[config.mk]
export PLATFORM = sky130hd
export DESIGN_NAME = aiger_binary_gate_decoder_unit
export DESIGN_NICKNAME = d
export VERILOG_FILES = /design/src/rtl/aigbd_pkg.sv /design/src/rtl/aigbd_varint.sv /design/src/rtl/aigbd_gate.sv /design/src/rtl/aigbd_res_fifo.sv /design/src/rtl/aiger_binary_gate_decoder_unit.sv
export SDC_FILE = /design/constraint.sdc
export NUM_CORES = 1
export LEC_CHECK = 0
export ABC_AREA = 1
export BUFFER_PORTS_ARGS = -buffer_cell sky130_fd_sc_hd__buf_2
export CORE_AREA = 2 2 301 243
export CTS_CLUSTER_DIAMETER = 200
export DETAILED_ROUTE_END_ITERATION = 8
export DIE_AREA = 0 0 303 245
export MAX_ROUTING_LAYER = met4
export REMOVE_ABC_BUFFERS = 1
export SYNTH_ARGS = -nofsm -noshare
export SYNTH_HDL_FRONTEND = slang
export SYNTH_SLANG_ARGS = --single-unit
[constraint.sdc]
create_clock -name clk -period 3.64 [get_ports clk]
set_clock_uncertainty 0.05 [all_clocks]
set_input_delay 0 -clock clk [delete_from_list [all_inputs] [get_ports clk]]
set_output_delay 0 -clock clk [all_outputs]
set_load 0.005 [all_outputs]
[src/rtl/aigbd_pkg.sv]
`timescale 1ns / 1ps
// ----------------------------------------------------------------------------
// aigbd_pkg: shared types and constants of the AIGER binary gate decoder
// Result record, varint word, decoder control and register/status codes.
// ----------------------------------------------------------------------------
package aigbd_pkg;

  localparam int VARINT_W  = 32;          // varint payload kept to 32 bits
  localparam int LHS_OUT_W = 26;
  localparam int RHS1_W    = 33;
  localparam int RHS2_W    = 34;
  localparam int STATUS_W  = 2;
  localparam int CFG_ADDR_W = 1;

  localparam logic [7:0] PAYLOAD_MASK = 8'h7f;
  localparam int         CONT_BIT     = 7;    // bit 7 set: more bytes follow
  localparam logic [2:0] MAX_PAYLOAD_BYTES = 3'd5;

  // Result queue geometry
  localparam int RES_DEPTH = 4;
  localparam int RES_PTR_W = 2;
  localparam int RES_CNT_W = 3;
  // Up to three results can still arrive from the staged byte and a new one
  localparam logic [RES_CNT_W-1:0] RDY_LIMIT_BUSY = RES_CNT_W'(RES_DEPTH - 3);
  localparam logic [RES_CNT_W-1:0] RDY_LIMIT_IDLE = RES_CNT_W'(RES_DEPTH - 2);

  localparam logic [CFG_ADDR_W-1:0] REG_INPUT_COUNT = 1'b0;
  localparam logic [CFG_ADDR_W-1:0] REG_GATE_COUNT  = 1'b1;

  localparam logic [STATUS_W-1:0] ST_OK    = 2'd0;
  localparam logic [STATUS_W-1:0] ST_TRUNC = 2'd1;
  localparam logic [STATUS_W-1:0] ST_UNDER = 2'd2;

  typedef struct packed {
    logic                  last;
    logic [STATUS_W-1:0]   status;
    logic [RHS2_W-1:0]     rhs2;
    logic [RHS1_W-1:0]     rhs1;
    logic [LHS_OUT_W-1:0]  lhs;
  } res_t;

  typedef struct packed {
    logic                done;   // byte closed the varint
    logic [VARINT_W-1:0] value;  // value including this byte
  } varint_t;

  typedef struct packed {
    logic restart;  // register write: start over
    logic step;     // consume the staged byte
  } dec_ctl_t;

endpackage

[src/rtl/aigbd_varint.sv]
`timescale 1ns / 1ps
// ----------------------------------------------------------------------------
// aigbd_varint: 7-bit-per-byte varint accumulator
// Adds payload from the first five bytes, truncated to 32 bits.
// ----------------------------------------------------------------------------
module aigbd_varint import aigbd_pkg::*; (
  input  logic     clk,
  input  logic     rst_n,
  input  dec_ctl_t ctl,
  input  logic [7:0] data_byte,
  output varint_t  vi
);

  logic [VARINT_W-1:0] acc_r, acc_nxt;
  logic [2:0]          pos_r, pos_nxt;
  logic [4:0]          sh;
  logic [VARINT_W-1:0] contrib;

  always_comb begin
    case (pos_r)
      3'd0: sh = 5'd0;
      3'd1: sh = 5'd7;
      3'd2: sh = 5'd14;
      3'd3: sh = 5'd21;
      3'd4: sh = 5'd28;
      default: sh = 5'd0;
    endcase
    // overlong varint: bytes past the fifth add nothing
    if (pos_r < MAX_PAYLOAD_BYTES) begin
      contrib = VARINT_W'(data_byte & PAYLOAD_MASK) << sh;
    end else begin
      contrib = '0;
    end
    vi.value = acc_r | contrib;
    vi.done  = ~data_byte[CONT_BIT];
  end

  always_comb begin
    acc_nxt = acc_r;
    pos_nxt = pos_r;
    if (ctl.restart) begin
      acc_nxt = '0;
      pos_nxt = '0;
    end else if (ctl.step) begin
      if (vi.done) begin
        acc_nxt = '0;
        pos_nxt = '0;
      end else begin
        acc_nxt = vi.value;
        if (pos_r < MAX_PAYLOAD_BYTES) begin
          pos_nxt = pos_r + 3'd1;
        end
      end
    end
  end

  always_ff @(posedge clk) begin
    if (!rst_n) begin
      acc_r <= '0;
      pos_r <= '0;
    end else begin
      acc_r <= acc_nxt;
      pos_r <= pos_nxt;
    end
  end

  a_pos_saturates: assert property (@(posedge clk) disable iff (!rst_n)
    pos_r <= MAX_PAYLOAD_BYTES)
    else $error("varint byte position past saturation");

endmodule

[src/rtl/aigbd_gate.sv]
`timescale 1ns / 1ps
// ----------------------------------------------------------------------------
// aigbd_gate: delta pairing, gate literals and section bookkeeping
// Holds the configuration registers and emits up to two results per byte.
// ----------------------------------------------------------------------------
module aigbd_gate import aigbd_pkg::*; #(
  parameter int COUNT_BITS = 24
) (
  input  logic                  clk,
  input  logic                  rst_n,
  input  logic                  cfg_we,
  input  logic [CFG_ADDR_W-1:0] cfg_addr,
  input  logic [COUNT_BITS-1:0] cfg_data,
  input  logic                  in_v,
  input  logic                  in_eod,
  input  varint_t               vi,
  output dec_ctl_t              ctl,
  output logic [1:0]            push_n,
  output res_t                  res0,
  output res_t                  res1
);

  localparam int LHS_W = COUNT_BITS + 2;
  localparam int R1_W  = ((LHS_W > VARINT_W) ? LHS_W : VARINT_W) + 1;
  localparam int R2_W  = R1_W + 1;

  logic [COUNT_BITS-1:0]  ic_r, ic_nxt, gc_r, gc_nxt;
  logic [LHS_W-1:0]       lhs_r;
  logic [COUNT_BITS-1:0]  left_r, left_dec;
  logic                   phase_r;
  logic signed [R1_W-1:0] first_r, diff1;
  logic signed [R2_W-1:0] first_x, diff2;
  logic                   done_r;
  logic                   step, gate_v, is_last, trunc_v;
  res_t                   gate_res, trunc_res;

  assign step     = in_v && !done_r;
  assign diff1    = $signed(R1_W'(lhs_r)) - $signed(R1_W'(vi.value));
  assign first_x  = R2_W'(first_r);
  assign diff2    = first_x - $signed(R2_W'(vi.value));
  assign left_dec = left_r - COUNT_BITS'(1);
  assign is_last  = (left_dec == '0);
  assign gate_v   = step && vi.done && phase_r;
  assign trunc_v  = step && in_eod && !(gate_v && is_last);

  assign ctl.step    = step;
  assign ctl.restart = cfg_we;

  always_comb begin
    gate_res.lhs    = LHS_OUT_W'(lhs_r);
    gate_res.rhs1   = RHS1_W'(first_r);
    gate_res.rhs2   = RHS2_W'(diff2);
    gate_res.status = (first_r[R1_W-1] || diff2[R2_W-1]) ? ST_UNDER : ST_OK;
    gate_res.last   = is_last;
    trunc_res.lhs    = '0;
    trunc_res.rhs1   = '0;
    trunc_res.rhs2   = '0;
    trunc_res.status = ST_TRUNC;
    trunc_res.last   = 1'b1;
    res0   = gate_v ? gate_res : trunc_res;
    res1   = trunc_res;
    push_n = 2'(gate_v) + 2'(trunc_v);
  end

  always_comb begin
    ic_nxt = ic_r;
    gc_nxt = gc_r;
    case (cfg_addr)
      REG_INPUT_COUNT: ic_nxt = cfg_data;
      REG_GATE_COUNT:  gc_nxt = cfg_data;
      default: ;
    endcase
  end

  always_ff @(posedge clk) begin
    if (!rst_n) begin
      ic_r    <= '0;
      gc_r    <= '0;
      lhs_r   <= LHS_W'(2);
      left_r  <= '0;
      phase_r <= 1'b0;
      first_r <= '0;
      done_r  <= 1'b1;
    end else if (cfg_we) begin
      ic_r    <= ic_nxt;
      gc_r    <= gc_nxt;
      lhs_r   <= LHS_W'({ic_nxt, 1'b0}) + LHS_W'(2);
      left_r  <= gc_nxt;
      phase_r <= 1'b0;
      first_r <= '0;
      done_r  <= (gc_nxt == '0);
    end else if (step) begin
      if (vi.done) begin
        if (!phase_r) begin
          first_r <= diff1;
          phase_r <= 1'b1;
        end else begin
          first_r <= '0;
          phase_r <= 1'b0;
          left_r  <= left_dec;
          lhs_r   <= lhs_r + LHS_W'(2);
        end
      end
      if ((gate_v && is_last) || in_eod) begin
        done_r <= 1'b1;
      end
    end
  end

  a_quiet_after_done: assert property (@(posedge clk) disable iff (!rst_n)
    done_r |-> (push_n == 2'd0))
    else $error("result produced after the section ended");

  a_trunc_ends: assert property (@(posedge clk) disable iff (!rst_n)
    (trunc_v && !cfg_we) |=> done_r)
    else $error("truncation did not close the section");

  a_lhs_even: assert property (@(posedge clk) disable iff (!rst_n)
    gate_v |-> !lhs_r[0])
    else $error("gate literal is odd");

endmodule

[src/rtl/aigbd_res_fifo.sv]
`timescale 1ns / 1ps
// ----------------------------------------------------------------------------
// aigbd_res_fifo: result queue
// Takes up to two results per cycle in order, gives one per cycle on pop if not empty.
// ----------------------------------------------------------------------------
module aigbd_res_fifo import aigbd_pkg::*; (
  input  logic                 clk,
  input  logic                 rst_n,
  input  logic [1:0]           push_n,
  input  res_t                 res0,
  input  res_t                 res1,
  input  logic                 pop,
  output res_t                 head,
  output logic                 not_empty,
  output logic [RES_CNT_W-1:0] count
);

  res_t                 mem [RES_DEPTH];
  logic [RES_PTR_W-1:0] wr_r, rd_r;
  logic [RES_CNT_W-1:0] cnt_r;
  logic                 do_pop;

  assign do_pop    = pop && (cnt_r != '0);
  assign head      = mem[rd_r];
  assign not_empty = (cnt_r != '0);
  assign count     = cnt_r;

  always_ff @(posedge clk) begin
    if (push_n != 2'd0) begin
      mem[wr_r] <= res0;
    end
    if (push_n == 2'd2) begin
      mem[wr_r + RES_PTR_W'(1)] <= res1;
    end
  end

  always_ff @(posedge clk) begin
    if (!rst_n) begin
      wr_r  <= '0;
      rd_r  <= '0;
      cnt_r <= '0;
    end else begin
      wr_r  <= wr_r + RES_PTR_W'(push_n);
      rd_r  <= rd_r + RES_PTR_W'(do_pop);
      cnt_r <= cnt_r + RES_CNT_W'(push_n) - RES_CNT_W'(do_pop);
    end
  end

  a_no_overflow: assert property (@(posedge clk) disable iff (!rst_n)
    (RES_CNT_W'(push_n) + cnt_r - RES_CNT_W'(do_pop)) <= RES_CNT_W'(RES_DEPTH))
    else $error("result queue overflow");

endmodule

[src/rtl/aiger_binary_gate_decoder_unit.sv]
`timescale 1ns / 1ps
// ----------------------------------------------------------------------------
// aiger_binary_gate_decoder_unit: binary AIGER and-gate section decoder
// Decodes delta varints byte by byte; one result per and gate or truncation.
// ----------------------------------------------------------------------------
//  channel | direction | payload
//  --------+-----------+------------------------------------------------------
//  in_     | slave     | tdata: data_byte[7:0]; tlast: end_of_data
//  out_    | master    | tdata: gate_lhs, gate_rhs1, gate_rhs2 (low bit up);
//          |           | tuser: status; tlast: last_gate
//  cfg_    | write     | addr 0: input_count, addr 1: gate_count
//
//  One byte per cycle while in_tready is high; a result is offered once its
//  byte has passed the input stage, which loads at the transfer edge, and the
//  result queue has registered the result.
//  A byte ending the data while gates remain yields a gate (if completed)
//  and then a truncation result, so a byte produces at most two results.
//  in_tready depends only on the queue fill and the input stage, never on
//  out_tready; a stalled output lets the queue fill, and in_tready drops once
//  fewer than two entries are free (three while a byte is staged).
//  Reset (rst_n low, synchronous) clears both counts; the section is then done
//  until a nonzero gate_count is written. Any register write restarts decoding.
// ----------------------------------------------------------------------------
module aiger_binary_gate_decoder_unit import aigbd_pkg::*; #(
  parameter int COUNT_BITS = 24
) (
  input  logic                  clk,
  input  logic                  rst_n,
  // input byte stream
  input  logic                  in_tvalid,
  output logic                  in_tready,
  input  logic [7:0]            in_tdata,   // [7:0] data_byte
  input  logic                  in_tlast,   // end_of_data
  // gate results
  output logic                  out_tvalid,
  input  logic                  out_tready,
  output logic [95:0]           out_tdata,  // [25:0] gate_lhs, [58:26] gate_rhs1,
                                            // [92:59] gate_rhs2, [95:93] zero
  output logic [1:0]            out_tuser,  // [1:0] status
  output logic                  out_tlast,  // last_gate
  // configuration writes
  input  logic                  cfg_we,
  input  logic [CFG_ADDR_W-1:0] cfg_addr,
  input  logic [COUNT_BITS-1:0] cfg_data
);

  logic                 in_v_r;
  logic [7:0]           byte_r;
  logic                 eod_r;
  logic                 in_xfer;
  dec_ctl_t             ctl;
  varint_t              vi;
  logic [1:0]           push_n;
  res_t                 res0, res1, head;
  logic [RES_CNT_W-1:0] q_count;

  // Leave room for everything the staged byte and a new byte can still push
  assign in_tready = in_v_r ? (q_count <= RDY_LIMIT_BUSY) : (q_count <= RDY_LIMIT_IDLE);
  assign in_xfer   = in_tvalid && in_tready;

  // Input stage: register the transferred byte for decoding
  always_ff @(posedge clk) begin
    if (!rst_n) begin
      in_v_r <= 1'b0;
    end else begin
      in_v_r <= in_xfer;
    end
  end

  always_ff @(posedge clk) begin
    if (in_xfer) begin
      byte_r <= in_tdata;
      eod_r  <= in_tlast;
    end
  end

  aigbd_varint u_varint (
    .clk       (clk),
    .rst_n     (rst_n),
    .ctl       (ctl),
    .data_byte (byte_r),
    .vi        (vi)
  );

  aigbd_gate #(
    .COUNT_BITS (COUNT_BITS)
  ) u_gate (
    .clk      (clk),
    .rst_n    (rst_n),
    .cfg_we   (cfg_we),
    .cfg_addr (cfg_addr),
    .cfg_data (cfg_data),
    .in_v     (in_v_r),
    .in_eod   (eod_r),
    .vi       (vi),
    .ctl      (ctl),
    .push_n   (push_n),
    .res0     (res0),
    .res1     (res1)
  );

  aigbd_res_fifo u_fifo (
    .clk       (clk),
    .rst_n     (rst_n),
    .push_n    (push_n),
    .res0      (res0),
    .res1      (res1),
    .pop       (out_tready),
    .head      (head),
    .not_empty (out_tvalid),
    .count     (q_count)
  );

  // Pack the head of the queue onto the stream
  assign out_tdata = {3'b000, head.rhs2, head.rhs1, head.lhs};
  assign out_tuser = head.status;
  assign out_tlast = head.last;

  a_truncation_zero: assert property (@(posedge clk) disable iff (!rst_n)
    (out_tvalid && (out_tuser == ST_TRUNC)) |-> (out_tlast && (out_tdata == '0)))
    else $error("truncation result carries gate data");

endmodule
==> summary.log, run 1 <==
INFO  status         status=complete, but fails checks
INFO  status         violated_checks=DRC, setup timing
INFO  finish         post_route_cells_drive_above_1_share=19.0%
INFO  floorplan      dieHeight=245µm
INFO  global_route   antenna_found_initial=1
INFO  timing         final_report_max_slew_violation_count=0
INFO  logic_synthesis synth_seq_cells=564
INFO  critical_path  worstSetupStartpointType=flop
INFO  logic_synthesis synth.yosys.seq_area_share=40.3%
INFO  finish         seq_area=11400µm²
INFO  floorplan      floorplan.initialDensity=39.5%
INFO  route          final_routed_drc_violation_total=5
INFO  timing         timing.fmax=268MHz
INFO  placement      cell_area_after_placement=31300µm²
INFO  route          drtAntennaViolNets=0
INFO  timing         layout_min_cycle_time=3.73ns
INFO  logic_synthesis synthCells=4094
INFO  logic_synthesis synth_area=28300µm²
INFO  finish         design.final.nets=4501
INFO  global_route   gr-usage-all-layers=27.1%
INFO  global_route   grt_start_max_net_pins=158
INFO  placement      post-place-cells=5198
INFO  global_route   first_global_vias=26.6k
INFO  finish         num_antenna_cells=0
INFO  timing         rsz0062_at_grt=yes
INFO  finish         num-fill-cells=7213
INFO  placement      numPortBuffers=135
INFO  placement      globalplace.congestion=0.966
INFO  route          drt-pass1-iter-count=8
INFO  logic_synthesis cell_type_with_the_largest_total_area_after_synthesis=dfxtp_1
INFO  logic_synthesis synthArstFlopShare=0%
INFO  logic_synthesis most_common_cell_in_the_synthesized_netlist=nand2_1
INFO  critical_path  worst-setup-path-type=flop to flop
INFO  pwr            cell_pwr_density=576nW/µm²
INFO  timing         finalHoldWorstSlack=0.0439ns
INFO  route          num_vias=29.0k
INFO  logic_synthesis synth_top_cells_by_count=nand2_1, o21ai_0, dfxtp_1, nor2_1, a21oi_1
INFO  global_route   grt_pass1_wl=155mm
INFO  timing         postLayoutSetupSlackWorst=-0.0912ns
INFO  finish         fin_area=35200µm²
INFO  logic_synthesis post_synth_num_cell_types=60
INFO  floorplan      fp.coreArea=71500µm²
INFO  logic_synthesis yosysWarnings=0
INFO  critical_path  cp_data_required_time=4.14ns
INFO  pwr            static_leakage=15.0nW
INFO  floorplan      dieArea=74200µm²
INFO  route          vias_per_cell=5.39
INFO  critical_path  worstSetupEndpointType=flop
INFO  logic_synthesis post-synth-top-area-fraction=39.3%
INFO  floorplan      rows=88
INFO  clocking       clk_root_buffer_cell=clkbuf_16
INFO  timing         fin_crit_sh=103%
INFO  timing         final.setup.tns=-0.252ns
INFO  critical_path  arrival=4.23ns
INFO  logic_synthesis ys.flop_type=dfxtp_1
INFO  logic_synthesis synth-edff-count=9
INFO  floorplan      fp.dieW=303µm
INFO  clocking       clock_sink_count=564
INFO  floorplan      ios=140
INFO  placement      dp_hpwl=67.8mm
INFO  clocking       cts_made_buffers=61
INFO  global_route   globalRouteOverflowTotal=0
INFO  timing         slew_headroom=22.2%
INFO  route          initialDrtViolationCount=2944
INFO  clocking       clk_latency=0.68ns
INFO  logic_synthesis synthesis.area_per_instance=6.90µm²
INFO  route          wl_per_cell=18.8µm
INFO  finish         stdcell_count=5385
INFO  clocking       cts_tree=built
INFO  timing         final_hold_viol_count=0
INFO  hold_path      hp-class=input pin to flop
INFO  finish         multi_input_comb_area=15700µm²
INFO  flow_run       maxCapViolCount=0
INFO  timing         worst-slew-pin-transition=1.17ns
INFO  pwr            peakVddDrop=0.395mV
INFO  logic_synthesis synth.area.top_cells=dfxtp_1, o21ai_0, nand2_1, a21oi_1, nor2_1
INFO  finish         post-route-util=49.2%
INFO  finish         area_growth=24.5%
INFO  clocking       cts.reportedPaths.clkPinSlew=0.06ns
INFO  clocking       cts_max_level=2
INFO  timing         timing.final.setup_violations=6
INFO  critical_path  cp_max_fo=5
INFO  route          finalWirelength=101mm
INFO  clocking       cts_max_path_buffers=3
==> timing repair <==
item / CTS / global route
resized for setup: 74 / 195
hold buffers: 37 / 0
cloned: 1 / 0
endpoints found under the setup margin: 68 / 203
pin swaps: 34 / 65
buffers inserted: 12 / 24
endpoints found under the hold margin: 111 / 0
==> placed cells by master, fill, tap and decap left out, drive strengths merged, types with 80 or more instances in the layout <==
cell,n
buf,435
inv,330
clkbuf,80
o22ai,138
dfxtp,555
nand3,126
nand2,764
nor2,544
a21oi,475
o21ai,612
==> cells by family (layout without fill, tap and decap cells) <==
kind of cell | count (synthesis) | in the layout | share of synthesized area [%]
DFF | 564 | 564 | 40.3
buffers and inverters | 570 | 913 | 7.93
other | 1 | 4 | 0.0133
adders and majority gates | 72 | 72 | 3.22
and+or+nand+nor | 1526 | 1526 | 22.2
xor gates and xnor gates | 42 | 42 | 1.30
AOI/OAI and AO/OA | 1303 | 1303 | 24.5
muxes | 16 | 16 | 0.567
==> state kept, by name, indices dropped and copies added (netlist names), 3 cells and up <==
register	cells
u_gate.left_r	24
u_gate.lhs_r	25
u_fifo.count	3
u_fifo.mem	380
u_varint.acc_r	32
u_varint.pos_r	3
u_gate.ic_r	24
byte_r	8
u_gate.first_r	33
u_gate.gc_r	24
==> path summary, 6_finish.rpt <==
check / cells past startpoint / slack, ns / to / startpoint
setup / recovery: 24 / -0.09 / u_fifo.mem[0][92]$_SDFFE_PP0P_ / u_varint.pos_r[0]$_SDFFE_PP0P_
hold / removal: 2 / 0.04 / byte_r[5]$_DFFE_PP_ / in_tdata[5]
hold reg to reg: 2 / 0.41 / u_fifo.mem[2][42]$_SDFFE_PP0P_ / u_fifo.mem[2][42]$_SDFFE_PP0P_
setup reg to reg: 24 / -0.09 / u_fifo.mem[0][92]$_SDFFE_PP0P_ / u_varint.pos_r[0]$_SDFFE_PP0P_
==> power breakdown <==
group | total, mW | leakage (nW) | switching [mW] | internal [mW]
Combinational | 6.33 | 9.33 | 3.83 | 2.50
Sequential | 7.32 | 4.61 | 0.444 | 6.88
Clock | 6.59 | 1.04 | 2.79 | 3.80
==> worst max-delay path, stage by stage (launching register included) <==
cell,delay [ns]
dfxtp_4,0.40
inv_4,0.05
ha_2,0.17
inv_1,0.06
nand2_2,0.07
buf_4,0.14
o21ai_2,0.08
buf_6,0.14
inv_1,0.08
buf_4,0.15
o21ai_1,0.15
a21oi_2,0.09
ha_1,0.36
a21oi_2,0.16
o21ai_1,0.10
nand2_1,0.08
o211a_1,0.17
nand2_2,0.07
nand3_2,0.06
nand4_1,0.23
ha_1,0.39
inv_2,0.04
nor2_4,0.10
nand2_1,0.06
a21oi_1,0.16
==> routing by layer <==
layer  wire, µm  global-route usage, %  vias up  part of all wire, %
li1           -                      -    14300                    -
met1      50000                   40.7    13600                   49
met2      42000                   38.5     1048                   42
met3       7320                   3.30      130                  7.2
met4       1840                   5.81        0                  1.8
met5          0                      -        -                    0
==> through the flow <==
step | setup WS, ns | total power, mW
2_1_floorplan | -3.91 | 10.9
3_3_place_gp | -0.336 | 13.4
3_5_place_dp | -0.387 | 13.4
4_1_cts | -0.0642 | 20.1
5_1_grt | -0.345 | 21.4
6_report | -0.0912 | 20.2
==> layout make-up <==
type / count / share of cell area [%]
Multi-Input combinational cell: 2963 / 44.6
Sequential cell: 564 / 32.4
Inverter: 327 / 3.54
Clock inverter: 33 / 1.14
Tap cell: 945 / 3.36
Clock buffer: 80 / 4.92
Timing Repair Buffer: 473 / 9.98
Note: power is estimated with default switching activity, not from simulation.
==> run 2, diff against run 1 <==
--- a/config.mk
+++ b/config.mk
@@ -14,4 +14,5 @@
 export MAX_ROUTING_LAYER = met4
 export REMOVE_ABC_BUFFERS = 1
+export SKIP_LAST_GASP = 1
 export SYNTH_ARGS = -nofsm -noshare
 export SYNTH_HDL_FRONTEND = slang
--- a/constraint.sdc
+++ b/constraint.sdc
@@ -3,3 +3,3 @@
 set_input_delay 0 -clock clk [delete_from_list [all_inputs] [get_ports clk]]
 set_output_delay 0 -clock clk [all_outputs]
-set_load 0.005 [all_outputs]
+set_load 0.05 [all_outputs]
==> run 2 against run 1 <==
The flow still finishes with violations (DRC, setup timing). Via count decreased by 0.25%. Hold slack improved by 0.0023 ns. Register-to-register slack got worse by 0.07 ns. Non-clock buffer count decreased by 9. Critical path type unchanged. Largest cell class unchanged.
==> summary.log, run 2 (synthesized netlist as in run 1, its figures left out) <==
INFO  floorplan      fp.coreArea=71500µm²
INFO  floorplan      dieHeight=245µm
INFO  route          drt-pass1-iter-count=7
INFO  pwr            peakVddDrop=0.553mV
INFO  global_route   antenna_found_initial=1
INFO  timing         timing.fmax=263MHz
INFO  placement      globalplace.congestion=0.955
INFO  critical_path  arrival=4.31ns
INFO  finish         area_growth=23.7%
INFO  critical_path  crit_path_max_incr_delay=0.40ns
INFO  finish         registers.top_by_ff_count=u_fifo.mem
INFO  clocking       cts_made_buffers=59
INFO  finish         mostFrequentLayoutCells=nand2_1, o21ai_0, dfxtp_1
INFO  timing         final_report_max_slew_violation_count=0
INFO  finish         seq_area=11400µm²
INFO  critical_path  cp_max_fo=6
INFO  critical_path  cell_repeated_most_along_the_worst_path=ha_4
INFO  finish         num_antenna_cells=0
INFO  critical_path  worstSetupEndpointType=flop
INFO  finish         reg.largest.list=u_fifo.mem: 380 flops, u_gate.first_r: 33 flops, u_varint.acc_r: 32 flops
INFO  status         violated_checks=DRC, setup timing
INFO  timing         final_hold_viol_count=0
INFO  global_route   gr-usage-all-layers=27.1%
INFO  route          drtAntennaViolNets=0
INFO  timing         slew_headroom=19.7%
INFO  pwr            report.power.total=23.1mW
INFO  critical_path  slowest_stage=dfxtp_4
INFO  finish         post_route_cells_drive_above_1_share=18.1%
INFO  clocking       cts.reportedPaths.clkPinSlew=0.07ns
INFO  clocking       cts_max_level=2
INFO  finish         num-fill-cells=7189
INFO  timing         layout_min_cycle_time=3.80ns
INFO  clocking       clk_root_buffer_cell=clkbuf_16
INFO  finish         multi_input_comb_area=15600µm²
INFO  timing         finalHoldWorstSlack=0.0463ns
INFO  timing         fin_crit_sh=104%
INFO  timing         rsz0062_at_grt=yes
INFO  critical_path  worstSetupStartpointType=flop
INFO  flow_run       maxCapViolCount=0
INFO  global_route   grt_start_max_net_pins=153
INFO  clocking       cts_max_path_buffers=3
INFO  finish         largest_register_ffs=380
INFO  route          initialDrtViolationCount=2862
INFO  floorplan      fp.dieW=303µm
INFO  placement      numPortBuffers=135
INFO  global_route   first_global_vias=26.3k
INFO  timing         timing.final.setup_violations=6
INFO  floorplan      ios=140
INFO  pwr            static_leakage=14.9nW
INFO  timing         worst-slew-pin-transition=1.21ns
INFO  pwr            cell_pwr_density=660nW/µm²
INFO  global_route   grt_pass1_wl=154mm
INFO  finish         design.final.nets=4490
INFO  hold_path      hp-class=input pin to flop
INFO  clocking       clock_sink_count=564
INFO  finish         layout_commonest_cell=nand2_1
INFO  route          wl_per_cell=18.8µm
INFO  route          vias_per_cell=5.39
INFO  clocking       cts_tree=built
INFO  critical_path  worst-setup-path-type=flop to flop
INFO  global_route   globalRouteOverflowTotal=0
INFO  route          num_vias=29.0k
INFO  floorplan      rows=88
INFO  status         status=complete, but fails checks
INFO  floorplan      floorplan.initialDensity=39.5%
INFO  floorplan      dieArea=74200µm²
INFO  route          finalWirelength=101mm
INFO  critical_path  cp_data_required_time=4.15ns
INFO  clocking       clk_latency=0.65ns
INFO  timing         postLayoutSetupSlackWorst=-0.159ns
INFO  route          final_routed_drc_violation_total=5
INFO  placement      dp_hpwl=67.6mm
==> run 2: final timing paths <==
path / depth (start not counted) / startpoint / slack [ns] / to
setup / recovery: 25 / u_varint.pos_r[0]$_SDFFE_PP0P_ / -0.16 / u_fifo.mem[2][92]$_SDFFE_PP0P_
setup reg to reg: 25 / u_varint.pos_r[0]$_SDFFE_PP0P_ / -0.16 / u_fifo.mem[2][92]$_SDFFE_PP0P_
hold reg to reg: 2 / u_fifo.mem[2][58]$_SDFFE_PP0P_ / 0.41 / u_fifo.mem[2][58]$_SDFFE_PP0P_
hold / removal: 2 / in_tdata[5] / 0.05 / byte_r[5]$_DFFE_PP_
==> run 2: metal layers <==
metal | vias to the layer above | global-route usage (%) | part of all wire, %
met5 | - | - | 0
met1 | 13600 | 40.2 | 50
met2 | 997 | 38.8 | 41
li1 | 14300 | - | -
met3 | 136 | 3.20 | 6.8
met4 | 0 | 6.27 | 2.1
==> run 2: through the flow <==
step	setup WS [ns]	setup TNS, ns	util (%)	instances	area (µm²)
2_1_floorplan	-4.20	-1088.18	-	3854	27300
3_3_place_gp	-0.412	-5.33	43.9	5202	31400
3_5_place_dp	-0.486	-9.48	43.9	5202	31400
4_1_cts	0.00582	0	47.8	5362	34200
5_1_grt	-0.283	-3.65	48.9	5373	35000
6_report	-0.159	-0.534	48.9	5373	35000
==> run 2: where the power goes <==
group | switching [mW] | leakage, nW | internal, mW
sequential | 0.433 | 4.61 | 6.88
clock | 2.71 | 0.982 | 3.58
combinational | 6.94 | 9.31 | 2.52
total | 10.1 | 14.9 | 13.0
==> run 2: worst max-delay path, delay by kind of cell, from the launching register on <==
| family | cells | cell delay [ns] |
|---|---|---|
| fa+ha+maj | 3 | 0.80 |
| compound gates | 6 | 0.85 |
| flops | 1 | 0.40 |
| buf+inv | 6 | 0.63 |
| simple gates | 10 | 0.99 |
==> run 2: timing repair <==
action | 4_1_cts | 5_1_grt
buffers inserted | 7 | 13
setup endpoints to repair | 77 | 239
resized for setup | 77 | 173
endpoints found under the hold margin | 105 | 0
hold buffers | 43 | 0
pin swaps | 32 | 67
==> run 2: layout make-up <==
cell class | count | share of cell area, %
Multi-Input combinational cell | 2963 | 44.7
Sequential cell | 564 | 32.6
Timing Repair Buffer | 464 | 10.0
Clock buffer | 85 | 4.82
Inverter | 327 | 3.55
Tap cell | 945 | 3.38
Clock inverter | 25 | 0.880
